==> config.mk <==
export PLATFORM = sky130hd
export DESIGN_NAME = rac_front
export DESIGN_NICKNAME = d
export VERILOG_FILES = /design/src/sv/rac_pkg.sv /design/src/sv/rac_front.sv
export SDC_FILE = /design/constraint.sdc
export NUM_CORES = 1
export LEC_CHECK = 0
export BUFFER_PORTS_ARGS = -buffer_cell sky130_fd_sc_hd__buf_2
export CAP_MARGIN = 5
export CORE_MARGIN = 2
export CORE_UTILIZATION = 55
export DETAILED_ROUTE_END_ITERATION = 7
export MAX_ROUTING_LAYER = met4
export PLACE_DENSITY = 0.79
export SYNTH_ARGS = -nofsm -noshare
export SYNTH_HDL_FRONTEND = slang
export SYNTH_SLANG_ARGS = --single-unit
==> constraint.sdc <==
create_clock -name vclk -period 9.9
set_input_delay 1.98 -clock vclk [all_inputs]
set_output_delay 1.98 -clock vclk [all_outputs]
set_load 0.1 [all_outputs]
==> src/sv/rac_pkg.sv <==
// ----------------------------------------------------------------------------
// rac_pkg: shared types and constants for the risk-adjusted cusum
// Holds the queue item, the result record, the log unit handshake and the
// fixed constants of the weight calculation.
// ----------------------------------------------------------------------------
package rac_pkg;

  // ln 2 in Q.30
  localparam logic [29:0] LN2_Q30 = 30'd744261118;

  // register reset values
  localparam logic [15:0] ODDS_RESET   = 16'd512;
  localparam logic [30:0] THRESH_RESET = 31'd294912;

  // register indexes (paddr bit 2)
  localparam logic REG_ODDS_RATIO      = 1'b0;
  localparam logic REG_ALARM_THRESHOLD = 1'b1;

  // input clamp and argument scale
  localparam logic [16:0] RISK_ONE = 17'd65536;
  localparam logic [31:0] ARG_ONE  = 32'd16777216;

  // saturation bounds of the sums
  localparam logic [30:0] UPPER_MAX = 31'h7fff_ffff;
  localparam logic signed [31:0] LOWER_MIN = 32'sh8000_0000;

  // classified item between front and back
  typedef struct packed {
    logic [31:0] y_arg;   // 2^24 + risk * (odds - 256)
    logic [15:0] odds;    // odds ratio with zero mapped to one
    logic        outcome;
  } rac_item_t;

  // one result record
  typedef struct packed {
    logic [31:0]        item_index;
    logic [30:0]        upper_start;
    logic [30:0]        upper_finish;
    logic signed [31:0] lower_start;
    logic signed [31:0] lower_finish;
  } rac_result_t;

  // log unit request and response
  typedef struct packed {
    logic        start;
    logic [31:0] arg;
  } rac_ln_req_t;

  typedef struct packed {
    logic               done;
    logic signed [31:0] value;
  } rac_ln_rsp_t;

endpackage

==> src/sv/rac_front.sv <==
// ----------------------------------------------------------------------------
// rac_front: input classification
// Clamps the risk, fixes a zero odds ratio and forms the log argument
// 2^24 + risk * (odds - 256) for the queue.
// ----------------------------------------------------------------------------
module rac_front
  import rac_pkg::*;
(
  input  logic [16:0] risk,
  input  logic        outcome,
  input  logic [15:0] odds_ratio,
  output rac_item_t   item
);

  logic [16:0]        risk_c;
  logic [15:0]        odds_eff;
  logic signed [16:0] odds_diff;
  logic signed [34:0] prod;
  logic signed [34:0] y_full;

  always_comb begin
    risk_c    = (risk > RISK_ONE) ? RISK_ONE : risk;
    odds_eff  = (odds_ratio == '0) ? 16'd1 : odds_ratio;
    odds_diff = $signed({1'b0, odds_eff}) - 17'sd256;
    prod      = $signed({1'b0, risk_c}) * odds_diff;
    // always positive and below 2^32
    y_full    = $signed({3'b000, ARG_ONE}) + prod;
    item.y_arg   = y_full[31:0];
    item.odds    = odds_eff;
    item.outcome = outcome;
  end

endmodule

==> flow_summary_export.csv, run 1 <==
group,metric,value,unit
worst_setup_path,end_kind,"primary output",
sta,maxSlewHeadroom,61.8,%
detailed_routing,route.vias.total,9275,
detailed_routing,ant_nets,0,
detailed_routing,wire_per_inst,19.2,µm
worst_setup_path,cp_max_fo,12,
worst_setup_path,worst_setup_path_start_kind,"input pin",
global_routing,globalRouteMet2Util,61.3,%
placement,dp_slack,-1.09,ns
sta,tightest_slew,0.569,ns
sta,rsz0062_at_grt,"yes",
global_routing,gr-max-usage-layer,"met2",
yosys,syn_inst,1183,
yosys,yosysMostFrequentCell,"inv_1",
yosys,synthesis.nets,1552,
worst_setup_path,critPathArrivalTime,8.97,ns
hold_path,hold_class,"input pin to primary output",
yosys,synth_cell_types,53,
yosys,syn_area,9860,µm²
sta,hold_viol_final,0,
global_routing,met3_usage,3.73,%
detailed_routing,drt_first_pass_iters,5,
yosys,yosysSeqAreaShare,0,%
detailed_routing,drt_iter0_markers,590,
layout,fill_cells,1085,
global_routing,overflow,0,
yosys,yosys-top-cells-area,"fa_1, ha_1, inv_1",
placement,place_inst,1641,
sta,clock.fmax,0.0914,GHz
detailed_routing,routed_wl,32100,µm
layout,syn_to_final_growth,39.5,%
sta,setup_viol,19,
sta,period_needed,10.95,ns
global_routing,grt_max_degree,20,
die,rows,48,
worst_setup_path,path_class,"input pin to primary output",
yosys,yosys_warnings,0,
layout,fin_nets,1818,
die,core-area,17400,µm²
cts,postCtsHoldBufs,0,
layout,regArea,0,µm²
global_routing,grt_usage,34.1,%
sta,slew_viol_final,0,
layout,fin_area,13800,µm²
global_routing,use_met1,39.3,%
die,die_y,138,µm
status,violations,"negative setup slack",
layout,drive_above_1_share,32.1,%
die,initial_core_util,56.6,%
placement,dp.final_hpwl,25800,µm
flow_run,cap_viol_max_count,0,
global_routing,grt_pass1_wl,48000,µm
sta,min_period_over_period,111,%
layout,nClkBuffers,0,
sta,fin_ws,-1.05,ns
die,die_w,138,µm
placement,portBuffers,81,
detailed_routing,avgViaCountPerCell,5.55,
die,io_pins,83,
global_routing,grt_pass1_vias,9850,
layout,diodes,0,
yosys,synthTopCellsByCount,"inv_1, fa_1, nand2_1",
yosys,synth_top_cell_area_share,45.5,%
placement,gp_congestion,1.02,
status,status,"finished, violations left",
worst_setup_path,cp.required,7.92,ns
detailed_routing,drc,0,
yosys,yosys.area.top_type,"fa_1",
layout,final_cells,1672,
yosys,avgSynthCellArea,8.34,µm²
placement,post_dp_cell_area,12900,µm²
die,die-area,19000,µm²
layout,n_sequential_cell,0,
global_routing,grt_antenna_before_repair,0,
through the flow:
| step | TNS [ns] | hold WS, ns | utilization (%) |
|---|---|---|---|
| final | -14.71 | 3.96 | 79.0 |
| after CTS | -12.23 | 3.96 | 76.6 |
| after floorplan | -8.44 | 4.17 | - |
| after global placement | -12.89 | 3.96 | 74.1 |
| after global routing | -18.00 | 3.96 | 79.0 |
| after detailed placement | -15.87 | 3.96 | 74.1 |
layer usage:
metal	wire length, µm	share of wire, %
met4	1800	5.6
met5	0	0
met1	11100	35
met2	16800	53
met3	2360	7.4
layout make-up:
| cell class | count | area (µm²) | share of cell area [%] |
|---|---|---|---|
| Timing Repair Buffer | 318 | 2710 | 19.7 |
| Multi-Input combinational cell | 851 | 9720 | 70.7 |
| Inverter | 278 | 1040 | 7.59 |
| Tap cell | 225 | 282 | 2.05 |
cells by family after synthesis:
kind of cell	Yosys count	share of synthesized area (%)
AOI/OAI and AO/OA	78	5.30
adders and majority gates	335	59.5
and+or+nand+nor	399	18.7
buffers and inverters	332	12.8
xor gates and xnor gates	39	3.73
critical path, cell delays in order:
cell,delay [ns]
buf_2,0.14
nor4_4,0.30
buf_4,0.15
nand4_1,0.11
nand2_2,0.12
buf_12,0.13
and2_2,0.22
nand2_1,0.20
fa_1,0.78
inv_1,0.14
fa_2,0.37
inv_1,0.10
fa_1,0.42
fa_1,0.51
inv_2,0.05
fa_1,0.51
fa_1,0.62
ha_4,0.24
a211o_1,0.33
a311oi_4,0.34
o21bai_4,0.11
o21ba_4,0.26
a211o_1,0.30
a21oi_4,0.18
xnor2_4,0.14
buf_12,0.19
layout by cell type, fill, tap and decap left out, types with 4 or more instances in the layout:
cell type / count
inv_1: 261
fa_1: 217
buf_4: 210
nand2_1: 165
ha_1: 94
nor2_1: 83
buf_2: 55
buf_12: 30
and2_1: 27
and3_1: 27
buf_6: 23
nand2b_1: 19
inv_2: 16
ha_4: 16
xnor2_4: 15
nor2b_1: 9
xnor2_1: 9
a21oi_1: 9
nor2_2: 8
a21o_1: 8
nand2_2: 7
o21ai_0: 7
fa_2: 7
nor3_1: 6
o21ai_2: 6
and2_4: 6
nor2_4: 5
xor2_1: 5
a21oi_4: 5
xor2_4: 4
xnor2_2: 4
o21ai_1: 4
path summary, 6_finish.rpt:
kind	startpoint	endpoint	slack, ns	cells after the start
max	risk[15]	item[42]	-1.05	26
min	outcome	item[0]	3.96	0
timing repair:
item,4_1_cts,5_1_grt
gates resized for setup,86,69
setup buffers,19,17
endpoints found under the setup margin,22,22
pin swaps,66,39
Power of run 1 is not shown: default switching activity piles up to over one toggle a cycle in this logic, so the estimate is an artifact.
==> run 2: changes to the inputs <==
--- a/config.mk
+++ b/config.mk
@@ -11,7 +11,7 @@
 export CORE_UTILIZATION = 55
 export DETAILED_ROUTE_END_ITERATION = 7
 export MAX_ROUTING_LAYER = met4
-export PLACE_DENSITY = 0.79
+export PLACE_DENSITY = 0.74
 export SYNTH_ARGS = -nofsm -noshare
 export SYNTH_HDL_FRONTEND = slang
 export SYNTH_SLANG_ARGS = --single-unit
==> run 2 against run 1 <==
The flow still finishes with violations (negative setup slack). Cell count up 0.24%. Clock-buffer cell count unchanged. Worst setup slack better by 0.18 ns. Sequential share of layout area unchanged. Die area unchanged. Maximum frequency up 1.7%. Global-route usage down 1.2 points. Hold slack better by 0.00058 ns. Utilization up 0.40 points.
==> flow_summary_export.csv, run 2 (synthesis gave the netlist of run 1 again) <==
group,metric,value,unit
status,status,"finished, violations left",
status,violations,"negative setup slack",
global_routing,grt_usage,32.9,%
sta,clock.fmax,0.0929,GHz
cts,postCtsHoldBufs,0,
global_routing,grt_pass1_wl,46800,µm
layout,fin_nets,1822,
sta,min_period_over_period,109,%
layout,final_util,79.4,%
detailed_routing,wire_per_inst,18.2,µm
die,io_pins,83,
die,initial_core_util,56.6,%
sta,hold_viol_final,0,
sta,worst_hold_slack,3.96,ns
layout,syn_to_final_growth,40.2,%
hold_path,hold_class,"input pin to primary output",
die,die_w,138,µm
die,rows,48,
flow_run,cap_viol_max_count,0,
sta,tightest_slew,0.616,ns
detailed_routing,routed_wl,30600,µm
layout,final_common_cell,"inv_1",
sta,fin_ws,-0.863,ns
layout,n_sequential_cell,0,
detailed_routing,avgViaCountPerCell,5.42,
detailed_routing,route.vias.total,9092,
sta,setup_viol,18,
layout,drive_above_1_share,32.6,%
hold_path,hold_start,"outcome",
placement,dp.final_hpwl,25100,µm
layout,regArea,0,µm²
layout,nClkBuffers,0,
global_routing,grt_antenna_before_repair,0,
global_routing,overflow,0,
global_routing,grt_max_degree,36,
worst_setup_path,critPathArrivalTime,8.78,ns
global_routing,grt_pass1_vias,9591,
layout,final_cell_mix,"inv_1, fa_1, buf_4",
placement,portBuffers,81,
layout,diodes,0,
worst_setup_path,path_class,"input pin to primary output",
die,core-area,17400,µm²
hold_path,holdPathStages,0,
worst_setup_path,cp_max_fo,4,
worst_setup_path,cp.required,7.92,ns
die,die-area,19000,µm²
die,die_y,138,µm
sta,period_needed,10.76,ns
detailed_routing,drt_first_pass_iters,6,
detailed_routing,drc,0,
hold_path,hold_path_end,"item[0]",
sta,rsz0062_at_grt,"yes",
worst_setup_path,worst_setup_path_start_kind,"input pin",
worst_setup_path,end_kind,"primary output",
detailed_routing,drt_iter0_markers,532,
sta,slew_viol_final,0,
placement,gp_congestion,0.969,
sta,maxSlewHeadroom,58.5,%
detailed_routing,ant_nets,0,
-- run 2: worst max path at each step --
stage | startpoint | slack [ns] | to
finish | odds_ratio[6] | -0.86 | item[48]
global route | odds_ratio[6] | -1.03 | item[48]
CTS | odds_ratio[6] | -0.86 | item[48]
detailed placement | odds_ratio[9] | -1.01 | item[48]
global placement | odds_ratio[9] | -0.94 | item[48]
floorplan | odds_ratio[7] | -0.93 | item[48]
-- run 2: timing repair --
action / CTS / global route
pin swaps: 33 / 42
gates cloned: 0 / 2
resized for setup: 45 / 119
hold endpoints to repair: 0 / 0
endpoints found under the setup margin: 18 / 22
buffers inserted: 6 / 21
-- run 2: critical path, stage by stage --
cell	delay, ns
buf_6	0.09
or4_4	0.56
nor4_4	0.33
nor2_2	0.11
or2_4	0.31
xnor2_4	0.22
nand2_2	0.09
fa_1	0.50
inv_2	0.05
fa_2	0.58
fa_1	0.43
fa_1	0.47
fa_1	0.50
inv_1	0.06
fa_2	0.52
inv_2	0.04
ha_4	0.16
a211oi_2	0.22
o21bai_1	0.15
o311a_1	0.34
a221o_1	0.33
a31oi_4	0.26
o21ai_4	0.12
xnor2_4	0.19
buf_12	0.19
-- run 2: per-stage QoR --
step	setup TNS (ns)	setup WS, ns	cells	area (µm²)
after CTS	-10.96	-0.862	1659	13300
after floorplan	-8.44	-0.931	1183	10500
after global placement	-11.44	-0.944	1653	13000
after global routing	-14.95	-1.03	1676	13800
after detailed placement	-12.68	-1.01	1653	13000
final	-10.71	-0.863	1676	13800
-- run 2: per-layer routing --
layer	routed length, µm	track usage, %	vias up	part of all wire [%]
met2	16200	58.7	359	53
met4	1360	12.0	0	4.4
li1	-	-	4068	-
met5	0	-	-	0
met1	11200	39.6	4565	37
met3	1810	2.08	100	5.9
-- run 2: area by class of cell --
type,instances,area (µm²)
multi-input cells,851,9640
fillers,1160,3590
repair buffers,322,2860
inverters,278,1040
well taps,225,282
Power of run 2 is left out for the same reason.
