$ cat src/sv/rac_pkg.sv
// ----------------------------------------------------------------------------
// rac_pkg: shared types and constants for the risk-adjusted cusum
// Holds the queue item, the result record, the log unit handshake and the
// fixed constants of the weight calculation.
// ----------------------------------------------------------------------------
package rac_pkg;

  // ln 2 in Q.30
  localparam logic [29:0] LN2_Q30 = 30'd744261118;

  // register reset values
  localparam logic [15:0] ODDS_RESET   = 16'd512;
  localparam logic [30:0] THRESH_RESET = 31'd294912;

  // register indexes (paddr bit 2)
  localparam logic REG_ODDS_RATIO      = 1'b0;
  localparam logic REG_ALARM_THRESHOLD = 1'b1;

  // input clamp and argument scale
  localparam logic [16:0] RISK_ONE = 17'd65536;
  localparam logic [31:0] ARG_ONE  = 32'd16777216;

  // saturation bounds of the sums
  localparam logic [30:0] UPPER_MAX = 31'h7fff_ffff;
  localparam logic signed [31:0] LOWER_MIN = 32'sh8000_0000;

  // classified item between front and back
  typedef struct packed {
    logic [31:0] y_arg;   // 2^24 + risk * (odds - 256)
    logic [15:0] odds;    // odds ratio with zero mapped to one
    logic        outcome;
  } rac_item_t;

  // one result record
  typedef struct packed {
    logic [31:0]        item_index;
    logic [30:0]        upper_start;
    logic [30:0]        upper_finish;
    logic signed [31:0] lower_start;
    logic signed [31:0] lower_finish;
  } rac_result_t;

  // log unit request and response
  typedef struct packed {
    logic        start;
    logic [31:0] arg;
  } rac_ln_req_t;

  typedef struct packed {
    logic               done;
    logic signed [31:0] value;
  } rac_ln_rsp_t;

endpackage

$ cat src/sv/rac_ln.sv
// ----------------------------------------------------------------------------
// rac_ln: iterative natural log unit
// ln(arg * 2^-24) with FRAC_BITS fraction bits: binary-search normalize,
// thirty squaring steps for the log2 bits, scale by ln 2, round.
// ----------------------------------------------------------------------------
module rac_ln
  import rac_pkg::*;
#(
  parameter int FRAC_BITS = 16
) (
  input  logic        clk,
  input  logic        rst,
  input  rac_ln_req_t req,
  output rac_ln_rsp_t rsp
);

  localparam int SH = 60 - FRAC_BITS;
  localparam logic [63:0] HALF = 64'd1 << (SH - 1);
  localparam logic [4:0] NORM_LAST = 5'd4;
  localparam logic [4:0] SQ_LAST   = 5'd29;

  typedef enum logic [2:0] {
    S_IDLE, S_NORM, S_SQ, S_MUL, S_SUM, S_ABS, S_RND
  } state_t;

  state_t             state;
  logic [4:0]         cnt;
  logic [31:0]        x;
  logic [4:0]         e;
  logic [30:0]        m;
  logic [29:0]        bits;
  logic [59:0]        p_lo;
  logic signed [37:0] p_hi;
  logic signed [63:0] prod;
  logic [63:0]        mag;
  logic               neg;

  logic [31:0] x_next;
  logic [4:0]  e_next;
  logic [61:0] sq;
  logic [31:0] sq_t;
  logic signed [6:0] e_off;
  logic [63:0] rnd_full;
  logic [63:0] rnd;

  // one binary-search step of the leading-one normalize
  always_comb begin
    x_next = x;
    e_next = e;
    case (cnt[2:0])
      3'd0: if (x[31:16] == '0) begin x_next = x << 16; e_next = e - 5'd16; end
      3'd1: if (x[31:24] == '0) begin x_next = x << 8;  e_next = e - 5'd8;  end
      3'd2: if (x[31:28] == '0) begin x_next = x << 4;  e_next = e - 5'd4;  end
      3'd3: if (x[31:30] == '0) begin x_next = x << 2;  e_next = e - 5'd2;  end
      default: if (!x[31]) begin x_next = x << 1; e_next = e - 5'd1; end
    endcase
  end

  always_comb begin
    sq       = m * m;
    sq_t     = sq[61:30];
    e_off    = $signed({2'b00, e}) - 7'sd24;
    rnd_full = mag + HALF;
    rnd      = rnd_full >> SH;
  end

  always_ff @(posedge clk) begin
    if (rst) begin
      state    <= S_IDLE;
      rsp.done <= 1'b0;
    end else begin
      rsp.done <= (state == S_RND);
      unique case (state)
        S_IDLE: begin
          if (req.start) begin
            x     <= (req.arg == '0) ? 32'd1 : req.arg;
            e     <= 5'd31;
            cnt   <= '0;
            state <= S_NORM;
          end
        end
        S_NORM: begin
          x <= x_next;
          e <= e_next;
          if (cnt == NORM_LAST) begin
            m     <= x_next[31:1];
            bits  <= '0;
            cnt   <= '0;
            state <= S_SQ;
          end else begin
            cnt <= cnt + 1'b1;
          end
        end
        S_SQ: begin
          if (sq_t[31]) begin
            m    <= sq_t[31:1];
            bits <= {bits[28:0], 1'b1};
          end else begin
            m    <= sq_t[30:0];
            bits <= {bits[28:0], 1'b0};
          end
          if (cnt == SQ_LAST) begin
            state <= S_MUL;
          end else begin
            cnt <= cnt + 1'b1;
          end
        end
        S_MUL: begin
          p_lo  <= bits * LN2_Q30;
          p_hi  <= e_off * $signed({1'b0, LN2_Q30});
          state <= S_SUM;
        end
        S_SUM: begin
          prod  <= ($signed(64'(p_hi)) <<< 30) + $signed({4'b0000, p_lo});
          state <= S_ABS;
        end
        S_ABS: begin
          neg   <= prod[63];
          mag   <= prod[63] ? 64'(-prod) : 64'(prod);
          state <= S_RND;
        end
        S_RND: begin
          rsp.value <= neg ? -$signed(rnd[31:0]) : $signed(rnd[31:0]);
          state     <= S_IDLE;
        end
        default: state <= S_IDLE;
      endcase
    end
  end

endmodule

$ cat src/sv/rac_back.sv
// ----------------------------------------------------------------------------
// rac_back: weight and cusum update
// Pops a classified item, runs the log unit for the weight, updates both
// sums and the item counter and holds the result until it is taken.
// ----------------------------------------------------------------------------
module rac_back
  import rac_pkg::*;
#(
  parameter int FRAC_BITS = 16
) (
  input  logic        clk,
  input  logic        rst,
  input  logic [30:0] alarm_threshold,
  input  logic        q_empty,
  input  rac_item_t   q_data,
  output logic        q_pop,
  input  logic        res_pop,
  output logic        res_valid,
  output rac_result_t res
);

  typedef enum logic [1:0] {
    S_IDLE, S_LN_Y, S_LN_R, S_UPDATE
  } state_t;

  state_t             state;
  rac_ln_req_t        ln_req;
  rac_ln_rsp_t        ln_rsp;
  rac_item_t          item;
  logic [30:0]        upper_sum;
  logic signed [31:0] lower_sum;
  logic [31:0]        item_counter;
  logic [30:0]        us;
  logic signed [31:0] ls;
  logic signed [32:0] w;

  logic               lower_hit;
  logic signed [34:0] uf_full;
  logic signed [34:0] lf_full;
  logic [30:0]        uf;
  logic signed [31:0] lf;
  logic [31:0]        item_counter_next;
  logic               ln_start_next;

  rac_ln #(
    .FRAC_BITS(FRAC_BITS)
  ) u_ln (
    .clk(clk),
    .rst(rst),
    .req(ln_req),
    .rsp(ln_rsp)
  );

  assign q_pop = (state == S_IDLE) && !q_empty;

  always_comb begin
    lower_hit = $signed({lower_sum[31], lower_sum}) <= -$signed({2'b00, alarm_threshold});
    uf_full   = $signed({4'b0000, us}) + 35'(w);
    lf_full   = 35'(ls) + 35'(w);
    if (uf_full < 0) begin
      uf = '0;
    end else if (uf_full > $signed({4'b0000, UPPER_MAX})) begin
      uf = UPPER_MAX;
    end else begin
      uf = uf_full[30:0];
    end
    if (lf_full > 0) begin
      lf = '0;
    end else if (lf_full < 35'(LOWER_MIN)) begin
      lf = LOWER_MIN;
    end else begin
      lf = lf_full[31:0];
    end
    item_counter_next = (item_counter == '1) ? item_counter : item_counter + 1'b1;
    // log of the argument on pop; log of the odds after it only when outcome is set
    ln_start_next = ((state == S_IDLE) && !q_empty) ||
                    ((state == S_LN_Y) && ln_rsp.done && item.outcome);
  end

  always_ff @(posedge clk) begin
    if (rst) begin
      state        <= S_IDLE;
      ln_req.start <= 1'b0;
      res_valid    <= 1'b0;
      upper_sum    <= '0;
      lower_sum    <= '0;
      item_counter <= '0;
    end else begin
      ln_req.start <= ln_start_next;
      if (res_pop && res_valid) begin
        res_valid <= 1'b0;
      end
      unique case (state)
        S_IDLE: begin
          if (!q_empty) begin
            item         <= q_data;
            // restart rule on the carried-in sums
            us           <= (upper_sum >= alarm_threshold) ? '0 : upper_sum;
            ls           <= lower_hit ? '0 : lower_sum;
            ln_req.arg   <= q_data.y_arg;
            state        <= S_LN_Y;
          end
        end
        S_LN_Y: begin
          if (ln_rsp.done) begin
            w <= -(33'(ln_rsp.value));
            if (item.outcome) begin
              ln_req.arg   <= {item.odds, 16'h0000};
              state        <= S_LN_R;
            end else begin
              state <= S_UPDATE;
            end
          end
        end
        S_LN_R: begin
          if (ln_rsp.done) begin
            w     <= w + 33'(ln_rsp.value);
            state <= S_UPDATE;
          end
        end
        S_UPDATE: begin
          if (!res_valid) begin
            upper_sum        <= uf;
            lower_sum        <= lf;
            item_counter     <= item_counter_next;
            res.item_index   <= item_counter_next;
            res.upper_start  <= us;
            res.upper_finish <= uf;
            res.lower_start  <= ls;
            res.lower_finish <= lf;
            res_valid        <= 1'b1;
            state            <= S_IDLE;
          end
        end
        default: state <= S_IDLE;
      endcase
    end
  end

endmodule

$ cat config.mk
export PLATFORM = sky130hd
export DESIGN_NAME = rac_back
export DESIGN_NICKNAME = d
export VERILOG_FILES = /design/src/sv/rac_pkg.sv /design/src/sv/rac_ln.sv /design/src/sv/rac_back.sv
export SDC_FILE = /design/constraint.sdc
export NUM_CORES = 2
export LEC_CHECK = 0
export ABC_AREA = 0
export BUFFER_PORTS_ARGS = -buffer_cell sky130_fd_sc_hd__buf_2
export CAP_MARGIN = 20
export CORE_ASPECT_RATIO = 1.25
export CORE_MARGIN = 10
export CORE_UTILIZATION = 25
export DETAILED_ROUTE_END_ITERATION = 8
export GPL_ROUTABILITY_DRIVEN = 0
export PLACE_DENSITY_LB_ADDON = 0.12
export SYNTH_ARGS = -nofsm -noshare
export SYNTH_HDL_FRONTEND = slang
export SYNTH_SLANG_ARGS = --single-unit
$ cat constraint.sdc
create_clock -name clk -period 24.3 [get_ports clk]
set_clock_uncertainty 0.2 [all_clocks]
set_input_delay 2.43 -clock clk [delete_from_list [all_inputs] [get_ports clk]]
set_output_delay 2.43 -clock clk [all_outputs]
set_load 0.02 [all_outputs]
==> impl_summary.txt <==
----------------------------------------------------
[Cells and area]
  Register area ... 20500 µm²
  Multi-input logic area ... 54300 µm²
  Number of nets at the end of the flow ... 10474
  Layout cell share with drive strength beyond 1 ... 6.97%
  Non-filler instance count after layout ... 12860
  Layout overhead on the synthesized area ... 12.3%
  Number of fill cells in the layout ... 34652

[Clocking]
  Clock root buffer ... sky130_fd_sc_hd__clkbuf_16
  Inserted Clock Buffers ... 93
  Hold-fix buffer count after cts ... 0
  Setup fix buffers added after clock tree synthesis ... 0
  Clk_lat worst skew ... 0.75 ns
  Clock tree from TritonCTS ... yes
  Post-cts gate resize count ... 0
  Number of buffers between clock root and the deepest sink ... 3
  Clock sink count ... 718
  CTS H-tree lvls ... 3
  Clock transition at the register clock pins on the worst setup and hold paths after CTS ... 0.06 ns

[Synthesis]
  Library cell with the highest instance count after synthesis ... sky130_fd_sc_hd__inv_1
  Distinct cell type count of the synthesized netlist ... 81
  Synth Register Bits ... 718
  EDFF count, synth ... 615
  Post-synth design cell area ... 82100 µm²
  Most used flip-flop cell after synthesis ... sky130_fd_sc_hd__edfxtp_1
  Mapped Nets ... 10275
  Cell types with the largest area share after synthesis ... sky130_fd_sc_hd__fa_1 27%, sky130_fd_sc_hd__edfxtp_1 22%, sky130_fd_sc_hd__ha_1 14%
  Synthesized area per cell ... 10.0 µm²
  Area share of the largest cell type after synthesis ... 27.2%
  Top cell type by total area after synthesis ... sky130_fd_sc_hd__fa_1
  Top cell types by occurrence after synthesis ... 1749 x sky130_fd_sc_hd__inv_1, 1114 x sky130_fd_sc_hd__fa_1, 887 x sky130_fd_sc_hd__ha_1, 647 x sky130_fd_sc_hd__nand2_1, 615 x sky130_fd_sc_hd__edfxtp_1
  Synth async-reset ratio ... 0%
  Cells after Synth ... 8190
  Sequential area share after synthesis ... 25.0%
  Synth warnings ... 0

[Route]
  Vias ... 56852
  Final antenna-violating net count ... 0
  DRC violation total after the first TritonRoute iteration ... 2767
  Vias per cell ... 4.42
  Drt pass-1 iters ... 8
  Final routed wire length divided by cell count ... 19.8 µm
  Post-detailed-routing wire length ... 254000 µm
  DRC viols ... 0

[Global route]
  Largest net degree at the start of global routing ... 112
  Number of global-route vias before repair ... 63026
  GRT overflow ... 0
  Number of antenna violations at the first check in global routing ... 22
  First-pass GRT wire length ... 392000 µm
  GRT Resource Usage Total ... 14.3%

[Die]
  Area of the die ... 352000 µm²
  Effective utilization at floorplan ... 25.1%
  Site row count ... 235
  Die H ... 661 µm
  Ports placed on the boundary ... 244
  Placeable Area ... 328000 µm²
  Horiz. Die Dim ... 533 µm

[Power]
  Power per unit of standard cell area ... 70.7 nW/µm²
  Leakage dissipation ... 42.5 nW
  Worst vdd ir ... 0.0925 mV

[Setup path]
  Kind of critical path ... reg -> reg
  Critical Path Source ... u_ln.m[6]
  Startpoint of the lowest-slack register-to-register path ... u_ln.m[6]
  Most prevalent standard cell on the critical path ... sky130_fd_sc_hd__fa_1
  Endpoint kind of the worst setup timing path ... flop
  Cell at the slowest stage of the critical path ... sky130_fd_sc_hd__clkinv_1
  Setup crit start kind ... flop
  Data arrival time at the worst-slack endpoint ... 10.97 ns
  Slowest Stage Delay on Critical Path ... 0.66 ns
  Data required time of the critical path ... 24.57 ns
  Peak fanout along the critical path ... 26

[Timing]
  RSZ-0062 raised after global routing ... false
  Worst hold slack across all endpoints ... 0.195 ns
  Hold Fails Final Rpt ... 0
  Rel. slew slack ... 20.0%
  Slew at the pin with the worst max-slew slack ... 1.20 ns
  Fin. max-slew vios ... 0
  Final worst path period share ... 44.1%
  Minimum clock period after layout ... 10.70 ns
  Total Neg Setup Slack ... 0 ns
  Fmax ... 93.4 MHz
  Total setup violations reported at the end of the flow ... 0

[Status]
  Status ... complete, no violations

[Hold path]
  Path class of the lowest-slack min-delay path ... reg -> reg
  Launch instance of the worst min-delay path ... u_ln.p_lo[29]

[Placed design]
  Placed wire-length estimate after detailed placement ... 206000 µm
  Number of placed instances, taps included ... 12676
  Number of buffers added on ports ... 243

[Run]
  Max-Cap Viols ... 0

----------------------------------------------------
[cell families after synthesis]
kind of cell | share of synthesized area [%]
compound gates | 8.71
xor+xnor | 4.36
buf+inv | 9.07
mux | 0.776
fa+ha+maj | 40.7
flops | 25.0
simple gates | 11.4
[worst paths after layout]
kind / endpoint / slack (ns) / cells past startpoint
setup / recovery: u_ln.m[29] / 13.60 / 30
hold / removal: u_ln.prod[29] / 0.20 / 0
setup reg to reg: u_ln.m[29] / 13.60 / 30
hold reg to reg: u_ln.prod[29] / 0.20 / 0
[registers in the layout, summed over array words and instances, names as in the netlist, 5 cells and up]
register,cells
ls,32
u_ln.x,32
u_ln.cnt,5
w,33
u_ln.rsp,33
ln_req,33
upper_sum,31
u_ln.mag,21
us,31
u_ln.e,5
u_ln.p_lo,59
u_ln.m,31
item_counter,32
res,158
u_ln.bits,30
u_ln.prod,63
u_ln.p_hi,33
lower_sum,32
item,17
[layout make-up]
cell class | count | area share, %
antenna | 7 | 0.0190
sequential | 718 | 22.3
clock inverter | 61 | 0.966
clock buffer | 114 | 2.64
inverter | 1755 | 7.15
multi-input combinational | 5488 | 58.9
timing repair buffer | 333 | 2.08
tap | 4384 | 5.95
[layer usage]
metal  share of wire [%]  vias to the layer above  wire [µm]  global-route usage [%]
met4                 2.7                        2       6910                    3.53
met1                  43                    28423     110000                    18.1
li1                    -                    27074          -                       -
met3                 3.2                      315       8240                    1.50
met2                  51                     1038     129000                    26.1
met5              0.0067                        -         17                       0
[stage by stage]
stage          area (µm²)  util (%)  setup WS [ns]  total power [mW]
2_1_floorplan       82100         -          11.90              3.99
3_3_place_gp        88800      27.1          13.53              5.10
3_5_place_dp        88800      27.1          13.49              5.07
4_1_cts             92100      28.1          13.50              6.64
5_1_grt             92200      28.1          13.05              7.09
6_report            92200      28.1          13.60              6.52
[power by group]
part / total [mW] / internal, mW / leakage, nW / switching (mW)
sequential: 1.58 / 1.51 / 6.44 / 0.0759
combinational: 3.43 / 1.32 / 34.5 / 2.11
clock: 1.51 / 0.895 / 1.59 / 0.610
[layout by cell type (no fill, tap or decap), drive strengths merged, types with 14 or more instances in the layout]
master	netlist	layout
inv	1749	1751
fa	1114	1114
ha	887	887
nand2	647	647
edfxtp	615	615
nor2	350	350
buf	13	332
a21oi	305	305
xnor2	268	268
and2	254	254
o21ai	254	254
a21o	149	149
xor2	141	141
nor3	137	137
clkbuf	216	115
nand3	110	110
dfxtp	103	103
nor2b	77	77
nand4	54	54
nor4	50	50
and3	48	48
nand2b	48	48
o21a	48	48
clkinv	6	40
a31oi	39	39
or3	38	38
o21bai	37	37
nand3b	36	36
a211oi	32	32
mux2i	31	31
mux2	29	29
or2	22	22
a32o	21	21
a222oi	20	20
o31ai	18	18
o221ai	17	17
bufinv	0	16
a221oi	14	14
[worst max-delay path: cells and delay by family (launching register included)]
kind / cells / cell delay, ns
adder cells (fa/ha/maj): 9 / 4.50
AND/OR/NAND/NOR: 7 / 2.41
flip-flops: 1 / 0.32
AO/OA/AOI/OAI: 5 / 1.48
buffers and inverters: 9 / 1.52
No activity file was read; power rests on OpenSTA's default activity.
