--- config.mk ---
export PLATFORM = sky130hd
export DESIGN_NAME = rac_fifo
export DESIGN_NICKNAME = d
export VERILOG_FILES = /design/src/sv/rac_pkg.sv /design/src/sv/rac_fifo.sv
export SDC_FILE = /design/constraint.sdc
export NUM_CORES = 1
export LEC_CHECK = 0
export ABC_AREA = 0
export ABC_CLOCK_PERIOD_IN_PS = 2900
export BUFFER_PORTS_ARGS = -buffer_cell sky130_fd_sc_hd__buf_2
export CORE_UTILIZATION = 51
export CTS_CLUSTER_DIAMETER = 40
export CTS_CLUSTER_SIZE = 24
export DETAILED_ROUTE_END_ITERATION = 6
export PLACE_DENSITY = 0.78
export SLEW_MARGIN = 20
export SYNTH_ARGS = -nofsm -noshare
export SYNTH_HDL_FRONTEND = slang
export SYNTH_SLANG_ARGS = --single-unit
--- constraint.sdc ---
create_clock -name clk -period 2.9 [get_ports clk]
set_clock_uncertainty 0.05 [all_clocks]
set_input_delay 0.145 -clock clk [delete_from_list [all_inputs] [get_ports clk]]
set_output_delay 0.145 -clock clk [all_outputs]
set_load 0.01 [all_outputs]
--- src/sv/rac_pkg.sv ---
// ----------------------------------------------------------------------------
// rac_pkg: shared types and constants for the risk-adjusted cusum
// Holds the queue item, the result record, the log unit handshake and the
// fixed constants of the weight calculation.
// ----------------------------------------------------------------------------
package rac_pkg;

  // ln 2 in Q.30
  localparam logic [29:0] LN2_Q30 = 30'd744261118;

  // register reset values
  localparam logic [15:0] ODDS_RESET   = 16'd512;
  localparam logic [30:0] THRESH_RESET = 31'd294912;

  // register indexes (paddr bit 2)
  localparam logic REG_ODDS_RATIO      = 1'b0;
  localparam logic REG_ALARM_THRESHOLD = 1'b1;

  // input clamp and argument scale
  localparam logic [16:0] RISK_ONE = 17'd65536;
  localparam logic [31:0] ARG_ONE  = 32'd16777216;

  // saturation bounds of the sums
  localparam logic [30:0] UPPER_MAX = 31'h7fff_ffff;
  localparam logic signed [31:0] LOWER_MIN = 32'sh8000_0000;

  // classified item between front and back
  typedef struct packed {
    logic [31:0] y_arg;   // 2^24 + risk * (odds - 256)
    logic [15:0] odds;    // odds ratio with zero mapped to one
    logic        outcome;
  } rac_item_t;

  // one result record
  typedef struct packed {
    logic [31:0]        item_index;
    logic [30:0]        upper_start;
    logic [30:0]        upper_finish;
    logic signed [31:0] lower_start;
    logic signed [31:0] lower_finish;
  } rac_result_t;

  // log unit request and response
  typedef struct packed {
    logic        start;
    logic [31:0] arg;
  } rac_ln_req_t;

  typedef struct packed {
    logic               done;
    logic signed [31:0] value;
  } rac_ln_rsp_t;

endpackage

--- src/sv/rac_fifo.sv ---
// ----------------------------------------------------------------------------
// rac_fifo: short item queue between front and back
// Register-based queue of classified items with full and empty flags.
// ----------------------------------------------------------------------------
module rac_fifo
  import rac_pkg::*;
#(
  parameter int DEPTH = 2
) (
  input  logic      clk,
  input  logic      rst,
  input  logic      wr_en,
  input  rac_item_t wr_data,
  input  logic      rd_en,
  output rac_item_t rd_data,
  output logic      full,
  output logic      empty
);

  localparam int PTR_W = (DEPTH > 1) ? $clog2(DEPTH) : 1;
  localparam int CNT_W = $clog2(DEPTH + 1);
  localparam logic [PTR_W-1:0] LAST = PTR_W'(DEPTH - 1);

  rac_item_t        mem [DEPTH];
  logic [PTR_W-1:0] wr_ptr;
  logic [PTR_W-1:0] rd_ptr;
  logic [CNT_W-1:0] count;
  logic             do_wr;
  logic             do_rd;

  assign full    = (count == CNT_W'(DEPTH));
  assign empty   = (count == '0);
  assign do_wr   = wr_en && !full;
  assign do_rd   = rd_en && !empty;
  assign rd_data = mem[rd_ptr];

  always_ff @(posedge clk) begin
    if (do_wr) begin
      mem[wr_ptr] <= wr_data;
    end
  end

  always_ff @(posedge clk) begin
    if (rst) begin
      wr_ptr <= '0;
      rd_ptr <= '0;
      count  <= '0;
    end else begin
      if (do_wr) begin
        wr_ptr <= (wr_ptr == LAST) ? '0 : wr_ptr + 1'b1;
      end
      if (do_rd) begin
        rd_ptr <= (rd_ptr == LAST) ? '0 : rd_ptr + 1'b1;
      end
      if (do_wr && !do_rd) begin
        count <= count + 1'b1;
      end else if (do_rd && !do_wr) begin
        count <= count - 1'b1;
      end
    end
  end

endmodule

==> results of run 1 <==
through the flow:
stage / hold WS, ps / instance area, um^2 / instances / worst slack (ps)
2_1_floorplan: 164 / 3750 / 177 / 630
3_5_place_dp: 287 / 4400 / 376 / 984
3_3_place_gp: 282 / 4400 / 376 / 1040
6_report: 144 / 5070 / 442 / 750
4_1_cts: 129 / 5070 / 442 / 715
5_1_grt: 149 / 5070 / 442 / 627
worst max-delay path: cells and delay by family, from the launching register on:
| kind | cells | cell delay [ps] |
|---|---|---|
| buffers and inverters | 2 | 480 |
| flip-flops | 1 | 750 |
| multiplexers | 1 | 360 |
area by class of cell:
class                   count  area share, %
clock buffers               9           2.44
flip-flops and latches    103           60.0
repair buffers            158           21.0
multi-input cells          67           13.1
well taps                  96           2.37
inverters                   2          0.148
clock inverters             7          0.962
metal layers:
metal / track usage (%) / share of wire [%]
met4: 9.84 / 1.7
met3: 4.81 / 5.7
met5: 0 / 0
met1: 20.0 / 41
met2: 31.4 / 52
where the power goes:
group | switching [uW] | internal, uW
sequential | 105 | 1870
clock | 463 | 312
combinational | 512 | 524
logic make-up after synthesis:
group | after synthesis
adder cells (fa/ha/maj) | 1
AND/OR/NAND/NOR | 9
XOR/XNOR | 3
AO/OA/AOI/OAI | 5
multiplexers | 49
buffers and inverters | 7
flip-flops | 103
placed cells by master (no fill, tap or decap):
| master | count |
|---|---|
| o21ai_0 | 3 |
| clkinvlp_4 | 2 |
| ha_1 | 1 |
| buf_4 | 4 |
| xor2_1 | 3 |
| inv_6 | 1 |
| clkinv_1 | 2 |
| inv_2 | 1 |
| and2_2 | 1 |
| edfxtp_1 | 98 |
| clkbuf_8 | 9 |
| buf_2 | 103 |
| nor2b_2 | 1 |
| inv_1 | 1 |
| buf_12 | 1 |
| clkinv_4 | 2 |
| dfxtp_2 | 1 |
| a21oi_1 | 2 |
| dlygate4sd3_1 | 50 |
| dfxtp_1 | 4 |
| nor2_1 | 5 |
| or3_1 | 2 |
| mux2_2 | 49 |
state kept, by name, summed over array words and instances, names as in the netlist, named ones only:
register,count
wr_ptr,1
mem,98
count,2
rd_ptr,1
final timing paths:
path | to | slack [ps] | cells past startpoint
max reg2reg | mem[0][22] | 990 | 4
max | rd_data[42] | 750 | 3
min | wr_ptr | 140 | 4
min reg2reg | wr_ptr | 470 | 2
repair_timing:
action                                  4_1_cts  5_1_grt
hold buffers                                 50        0
gates resized for setup                       0        0
hold endpoints to repair                    103        0
endpoints found under the setup margin        0        0
==> impl_metrics.csv, run 1 <==
group,metric,value,unit
synth,synthMuxAreaShare,14.7,%
worst_setup_path,crit_path_max_fanout,26,
layout,diodes,0,
die,ios,104,
synth,synth_top_family_by_area,"multiplexers",
synth,yosys.area_share.adder,0.334,%
worst_hold_path,hp-start,"wr_en",
synth,yosys.area_share.xor_xnor,0.701,%
die,start_util,53.9,%
synth,synth_cell_type_count,15,
timing,tightest_slew,637,ps
global_route,grt_start_max_net_pins,29,
global_route,first_global_vias,2180,
timing,setup_violations,0,
worst_setup_path,end_kind,"output port",
run,drv_cap,0,
layout,seq_area,3040,um^2
worst_hold_path,hold_path_class,"in -> reg",
synth,synth_top_cell_by_area,"edfxtp_1",
die,die_area,7690,um^2
worst_setup_path,start_kind,"flop",
worst_setup_path,worst-setup-path-type,"reg -> out",
synth,synth_compound_area_share,0.668,%
synth,synth_area_leaders,"edfxtp_1 (79%), mux2_2 (15%), dfxtp_1 (2.7%)",
die,fp.dieH,87.7,um
timing,final-hold-violation-count,0,
worst_setup_path,r2r_start,"count[0]",
synth,synth-simple-area-share,1.24,%
timing,rsz0062_at_grt,"no",
global_route,antenna_found_initial,0,
synth,synth_commonest_cells,"edfxtp_1 (98), mux2_2 (49), dfxtp_1 (5), nor2_1 (5)",
clock_network,cts.sinks,103,
timing,slew_viol_final,0,
placed_design,port_buffers,103,
synth,yosys_register_bits,103,
synth,synth-warning-count,0,
clock_network,clock_path_buffers,2,
timing,fin_crit,2150,ps
timing,relSlewSlack,57.5,%
worst_setup_path,cp_data_arrival_time,1960,ps
routing,drc_errors,0,
routing,dr.pass1.iters,4,
power,p_per_area,746,nW/um^2
worst_setup_path,path_cells,"buf_4 > mux2_2 > buf_2",
layout,syn_to_final_growth,35.4,%
global_route,grt_pass1_wl,9870,um
routing,dr.first_iter.drc_count,67,
clock_network,post_cts_buffers,0,
layout,fillers,435,
clock_network,cts_root_buffer,"clkbuf_8",
routing,wl_per_cell,15.1,um
routing,vias,2144,
die,die_w,87.7,um
layout,drive_gt1_share,50.6,%
die,placeableCoreArea,6940,um^2
clock_network,htree_levels,3,
worst_setup_path,critPathRequiredTime,2710,ps
die,row_count,30,
timing,max_freq,465,MHz
layout,multi_input_area,663,um^2
routing,antenna_left,0,
synth,yosysMostFrequentCell,"edfxtp_1",
synth,syn_inst,177,
global_route,grt_overflow_total,0,
layout,fin_util,73.1,%
clock_network,clock_latency,350,ps
worst_setup_path,cpPeakStageDelay,750,ps
timing,tns,0,ps
synth,ys.flop_type,"edfxtp_1",
power,p_leak,0.00192,uW
routing,wl,6680,um
synth,ys_seq_area_share,81.2,%
placed_design,gp_congestion,0.676,
clock_network,cts_tree,"yes",
layout,nNetsFinal,395,
global_route,grt_usage,18.0,%
routing,vias_per_cell,4.85,
synth,synthesis.nets,231,
worst_setup_path,critPathSlowestCell,"dfxtp_2",
synth,synth.avg_cell_area,21.2,um^2
timing,fin_crit_sh,74.2,%
clock_network,clk_pin_slew,90,ps
synth,synth_async_sr_flop_share,0,%
power,vdd_drop_max,0.000412,V
power,finalPower,3780,uW
synth,yosysTopAreaCellShare,78.6,%
outcome,outcome,"finished clean",
synth,synth_edf_count,98,
clock_network,cts_buffers,9,
synth,synth_area,3750,um^2
placed_design,hpwl,4090,um
Power figures use the tool's default switching activity.
==> run 2: changes to the inputs <==
--- a/config.mk
+++ b/config.mk
@@ -6,13 +6,13 @@
 export NUM_CORES = 1
 export LEC_CHECK = 0
 export ABC_AREA = 0
-export ABC_CLOCK_PERIOD_IN_PS = 2900
+export ABC_CLOCK_PERIOD_IN_PS = 1910
 export BUFFER_PORTS_ARGS = -buffer_cell sky130_fd_sc_hd__buf_2
-export CORE_UTILIZATION = 51
+export CORE_UTILIZATION = 46
 export CTS_CLUSTER_DIAMETER = 40
 export CTS_CLUSTER_SIZE = 24
 export DETAILED_ROUTE_END_ITERATION = 6
-export PLACE_DENSITY = 0.78
+export PLACE_DENSITY = 0.74
 export SLEW_MARGIN = 20
 export SYNTH_ARGS = -nofsm -noshare
 export SYNTH_HDL_FRONTEND = slang
==> constraint.sdc (replaced) <==
create_clock -name clk -period 1.91 [get_ports clk]
set_clock_uncertainty 0.05 [all_clocks]
set_input_delay 0.0955 -clock clk [delete_from_list [all_inputs] [get_ports clk]]
set_output_delay 0.0955 -clock clk [all_outputs]
set_load 0.01 [all_outputs]
==> impl_metrics.csv, run 2 (synthesized netlist as in run 1, its figures left out) <==
group,metric,value,unit
timing,relSlewSlack,74.2,%
routing,drc_errors,0,
power,power_frac_seq,49.9,%
die,ios,104,
routing,antenna_left,0,
clock_network,clock_path_buffers,2,
layout,final_cell_mix,"buf_2 (103), edfxtp_1 (98), dlygate4sd3_1 (50), mux2_2 (49), clkbuf_8 (9)",
worst_setup_path,critPathRequiredTime,1760,ps
worst_setup_path,worst-setup-path-type,"reg -> out",
layout,top_register,"mem",
power,p_per_area,1140,nW/um^2
worst_setup_path,critPathSlowestCell,"mux2_2",
power,swShare,27.1,%
routing,vias,2100,
layout,largest_register_ffs,98,
routing,dr.first_iter.drc_count,40,
clock_network,cts_buffers,9,
timing,rsz0062_at_grt,"no",
placed_design,hpwl,3830,um
power,internal_power,4260,uW
worst_setup_path,cp_data_arrival_time,1540,ps
timing,fin_crit_sh,88.1,%
worst_setup_path,worst-path-buf-inv,2,
global_route,grt_start_max_net_pins,30,
timing,tns,0,ps
global_route,grt_pass1_wl,10000,um
die,fp.dieH,92.2,um
worst_setup_path,path_cells,"buf_4 > mux2_2 > buf_2",
die,start_util,48.0,%
clock_network,clk_pin_slew,90,ps
placed_design,dp_worst_setup_slack,270,ps
power,vdd_drop_max,0.000711,V
clock_network,htree_levels,3,
global_route,grt_overflow_total,0,
die,row_count,32,
timing,max_freq,595,MHz
timing,final-hold-violation-count,0,
timing,slew_viol_final,0,
worst_setup_path,path_delay_family,"buffers and inverters",
layout,fillers,577,
clock_network,cts.sinks,103,
die,die_w,92.2,um
timing,setup_violations,0,
timing,tightest_slew,383,ps
layout,diodes,0,
timing,layout_setup_ws,228,ps
timing,fin_crit,1680,ps
clock_network,cts_tree,"yes",
global_route,grt_usage,16.0,%
global_route,antenna_found_initial,0,
layout,top_regs,"mem: 98 flops, count: 2 flops",
layout,final_common_cell,"buf_2",
layout,drive_gt1_share,50.9,%
outcome,outcome,"finished clean",
power,p_leak,0.00194,uW
clock_network,cts_root_buffer,"clkbuf_8",
clock_network,clock_latency,340,ps
power,p_sw,1590,uW
routing,wl_per_cell,14.2,um
routing,dr.pass1.iters,4,
worst_setup_path,start_kind,"flop",
power,clockPowerShare,21.6,%
clock_network,post_cts_resized,0,
die,placeableCoreArea,7810,um^2
worst_hold_path,hold_path_class,"in -> reg",
global_route,first_global_vias,2178,
clock_network,post_cts_buffers,0,
routing,wl,6380,um
worst_setup_path,end_kind,"output port",
placed_design,gp_congestion,0.655,
routing,vias_per_cell,4.69,
power,p_comb_share,28.5,%
worst_setup_path,crit_path_max_fanout,26,
die,die_area,8510,um^2
layout,nNetsFinal,396,
run,drv_cap,0,
layout,syn_to_final_growth,36.9,%
worst_setup_path,cpPeakStageDelay,390,ps
placed_design,port_buffers,103,
-- run 2: cell types whose count changed in the layout (fill, tap and decap cells not counted), sizes merged --
cell      change
buf           +1
bufinv        +1
clkinvlp      -1
inv           -1
-- run 2: final cells by class --
type	count	area, um^2	share of cell area [%]
clock inverter	6	61.3	1.20
clock buffer	9	124	2.41
tap	102	128	2.49
timing repair buffer	159	1100	21.4
sequential	103	3040	59.3
multi-input combinational	67	663	12.9
inverter	2	11.3	0.220
-- run 2: repair_timing --
action                     CTS  global route
hold endpoints to repair   103             0
setup endpoints to repair    0             0
hold buffers                50             0
-- run 2: worst paths after layout --
check / start / endpoint / slack (ps) / cells after the start
setup / recovery: flop / rd_data[23] / 230 / 3
hold / removal: wr_en / wr_ptr / 90 / 4
setup reg to reg: count[0] / count[1] / 240 / 4
hold reg to reg: wr_ptr / wr_ptr / 450 / 2
-- run 2: power by group through the flow --
stage | registers [uW] | clock network, uW | logic [uW]
after CTS | 2920 | 1310 | 1690
after floorplan | 2950 | 0 | 1000
after detailed placement | 2970 | 0 | 1600
final | 2910 | 1260 | 1660
after global routing | 2940 | 1390 | 1810
after global placement | 2950 | 0 | 1590
-- run 2: through the flow --
| stage | std cells | instance area [um^2] | util (%) | hold WS (ps) | total power, uW |
|---|---|---|---|---|---|
| final | 448 | 5130 | 65.7 | 89.2 | 5840 |
| after global routing | 448 | 5130 | 65.7 | 87.4 | 6130 |
| after CTS | 448 | 5130 | 65.7 | 56.1 | 5920 |
| after detailed placement | 383 | 4440 | 56.9 | 237 | 4570 |
| after global placement | 383 | 4440 | 56.9 | 234 | 4540 |
| after floorplan | 177 | 3750 | - | 115 | 3950 |
-- run 2: worst register-to-register path, stage by stage, from the launching register on --
cell and delay [ps]:
dfxtp_1 370, o21ai_0 350, ha_1 340, or3_1 360, a21oi_1 140
-- run 2: per-layer routing --
layer	vias up	wire length, um	global-route usage, %
li1	1017	-	-
met1	1004	2720	18.9
met2	75	3250	27.6
met3	4	361	4.81
met4	0	39	5.99
met5	-	0	0
==> run 3: changes to the inputs <==
--- a/config.mk
+++ b/config.mk
@@ -12,7 +12,7 @@
 export CTS_CLUSTER_DIAMETER = 40
 export CTS_CLUSTER_SIZE = 24
 export DETAILED_ROUTE_END_ITERATION = 6
-export PLACE_DENSITY = 0.74
+export PLACE_DENSITY = 0.72
 export SLEW_MARGIN = 20
 export SYNTH_ARGS = -nofsm -noshare
 export SYNTH_HDL_FRONTEND = slang
==> impl_metrics.csv, run 3 (synthesized netlist as in run 1, its figures left out) <==
group,metric,value,unit
clock_network,cts_root_buffer,"clkbuf_8",
clock_network,cts_tree,"yes",
run,drv_cap,0,
routing,dr.first_iter.drc_count,28,
timing,max_freq,582,MHz
routing,antenna_left,0,
layout,largest_register_ffs,98,
die,placeableCoreArea,7810,um^2
die,ios,104,
worst_setup_path,cp_data_arrival_time,1570,ps
die,die_w,92.2,um
timing,tightest_slew,388,ps
clock_network,cts_buffers,9,
power,p_per_area,1140,nW/um^2
global_route,grt_pass1_wl,9940,um
layout,fillers,564,
routing,dr.pass1.iters,4,
global_route,grt_usage,16.0,%
clock_network,clk_pin_slew,90,ps
layout,seq_area,3040,um^2
timing,tns,0,ps
global_route,first_global_vias,2142,
die,fp.dieH,92.2,um
global_route,grt_start_max_net_pins,30,
layout,multi_input_area,663,um^2
layout,top_register,"mem",
routing,drc_errors,0,
die,row_count,32,
power,vdd_drop_max,0.000768,V
worst_setup_path,crit_path_max_fanout,28,
clock_network,cts.sinks,103,
placed_design,gp_congestion,0.675,
layout,syn_to_final_growth,37.0,%
layout,nNetsFinal,396,
placed_design,dp_worst_setup_slack,266,ps
worst_setup_path,worst-setup-path-type,"reg -> out",
placed_design,port_buffers,103,
timing,fin_crit_sh,89.9,%
outcome,outcome,"finished clean",
timing,slew_viol_final,0,
clock_network,htree_levels,3,
timing,final-hold-violation-count,0,
timing,setup_violations,0,
worst_hold_path,hp-start,"wr_en",
routing,vias,2133,
die,start_util,48.0,%
worst_setup_path,r2r_start,"count[0]",
die,die_area,8510,um^2
placed_design,hpwl,3930,um
timing,layout_setup_ws,192,ps
routing,wl,6610,um
timing,fin_crit,1720,ps
layout,drive_gt1_share,50.4,%
power,p_leak,0.00194,uW
worst_setup_path,critPathRequiredTime,1760,ps
clock_network,clock_path_buffers,2,
layout,final_common_cell,"buf_2",
timing,relSlewSlack,74.1,%
routing,wl_per_cell,14.7,um
worst_setup_path,start_kind,"flop",
worst_setup_path,end_kind,"output port",
worst_hold_path,hold_path_class,"in -> reg",
routing,vias_per_cell,4.75,
global_route,antenna_found_initial,0,
layout,diodes,0,
clock_network,post_cts_buffers,0,
layout,top_regs,"mem: 98 flops, count: 2 flops",
clock_network,clock_latency,350,ps
layout,final_cell_mix,"buf_2 (103), edfxtp_1 (98), dlygate4sd3_1 (50), mux2_2 (49), clkbuf_8 (9)",
timing,rsz0062_at_grt,"no",
global_route,grt_overflow_total,0,
==> run 3: cell count changes in the layout (fill, tap and decap cells not counted) <==
cell | before | now
clkinv_1 | 1 | 2
clkinv_2 | 2 | 1
clkbuf_1 | 0 | 1
==> run 3: layout make-up <==
cell class,instances,area share (%)
timing repair buffer,159,21.4
multi-input combinational,67,12.9
clock buffer,10,2.49
tap,102,2.49
sequential,103,59.3
inverter,2,0.219
clock inverter,6,1.17
==> run 3: worst max-delay path: stages (launching register included) <==
cell and delay [ps]:
dfxtp_2 330, buf_4 350, mux2_2 400, buf_2 150
==> run 3: repair_timing <==
item | CTS | global route
endpoints found under the hold margin | 103 | 0
hold buffers | 50 | 0
gates resized for setup | 0 | 0
==> run 3: through the flow <==
step	area (um^2)	std cells	hold slack [ps]	utilization [%]	total power, uW
after floorplan	3750	177	115	-	3950
after global placement	4440	383	234	56.9	4540
after detailed placement	4440	383	238	56.9	4570
after CTS	5130	449	55.7	65.7	5930
after global routing	5130	449	100	65.7	6150
final	5130	449	66.7	65.7	5860
==> run 3: routing by layer <==
layer / share of wire (%) / global-route usage, % / up-vias
li1: - / - / 1021
met1: 45 / 19.0 / 1030
met2: 50 / 28.0 / 72
met3: 3.8 / 3.23 / 10
met4: 1.7 / 7.42 / 0
met5: 0 / 0 / -
==> run 3: path summary, 6_finish.rpt <==
check                end  slack, ps  cells after the start
max reg2reg   mem[0][19]        250                      4
min               wr_ptr         70                      4
max          rd_data[29]        190                      3
min reg2reg       wr_ptr        460                      2
==> run 3: report_power, final <==
group          switching (uW)  leakage (uW)  internal (uW)
clock network             672     0.0000957            603
logic                     848      0.000889            825
registers                81.7      0.000957           2830
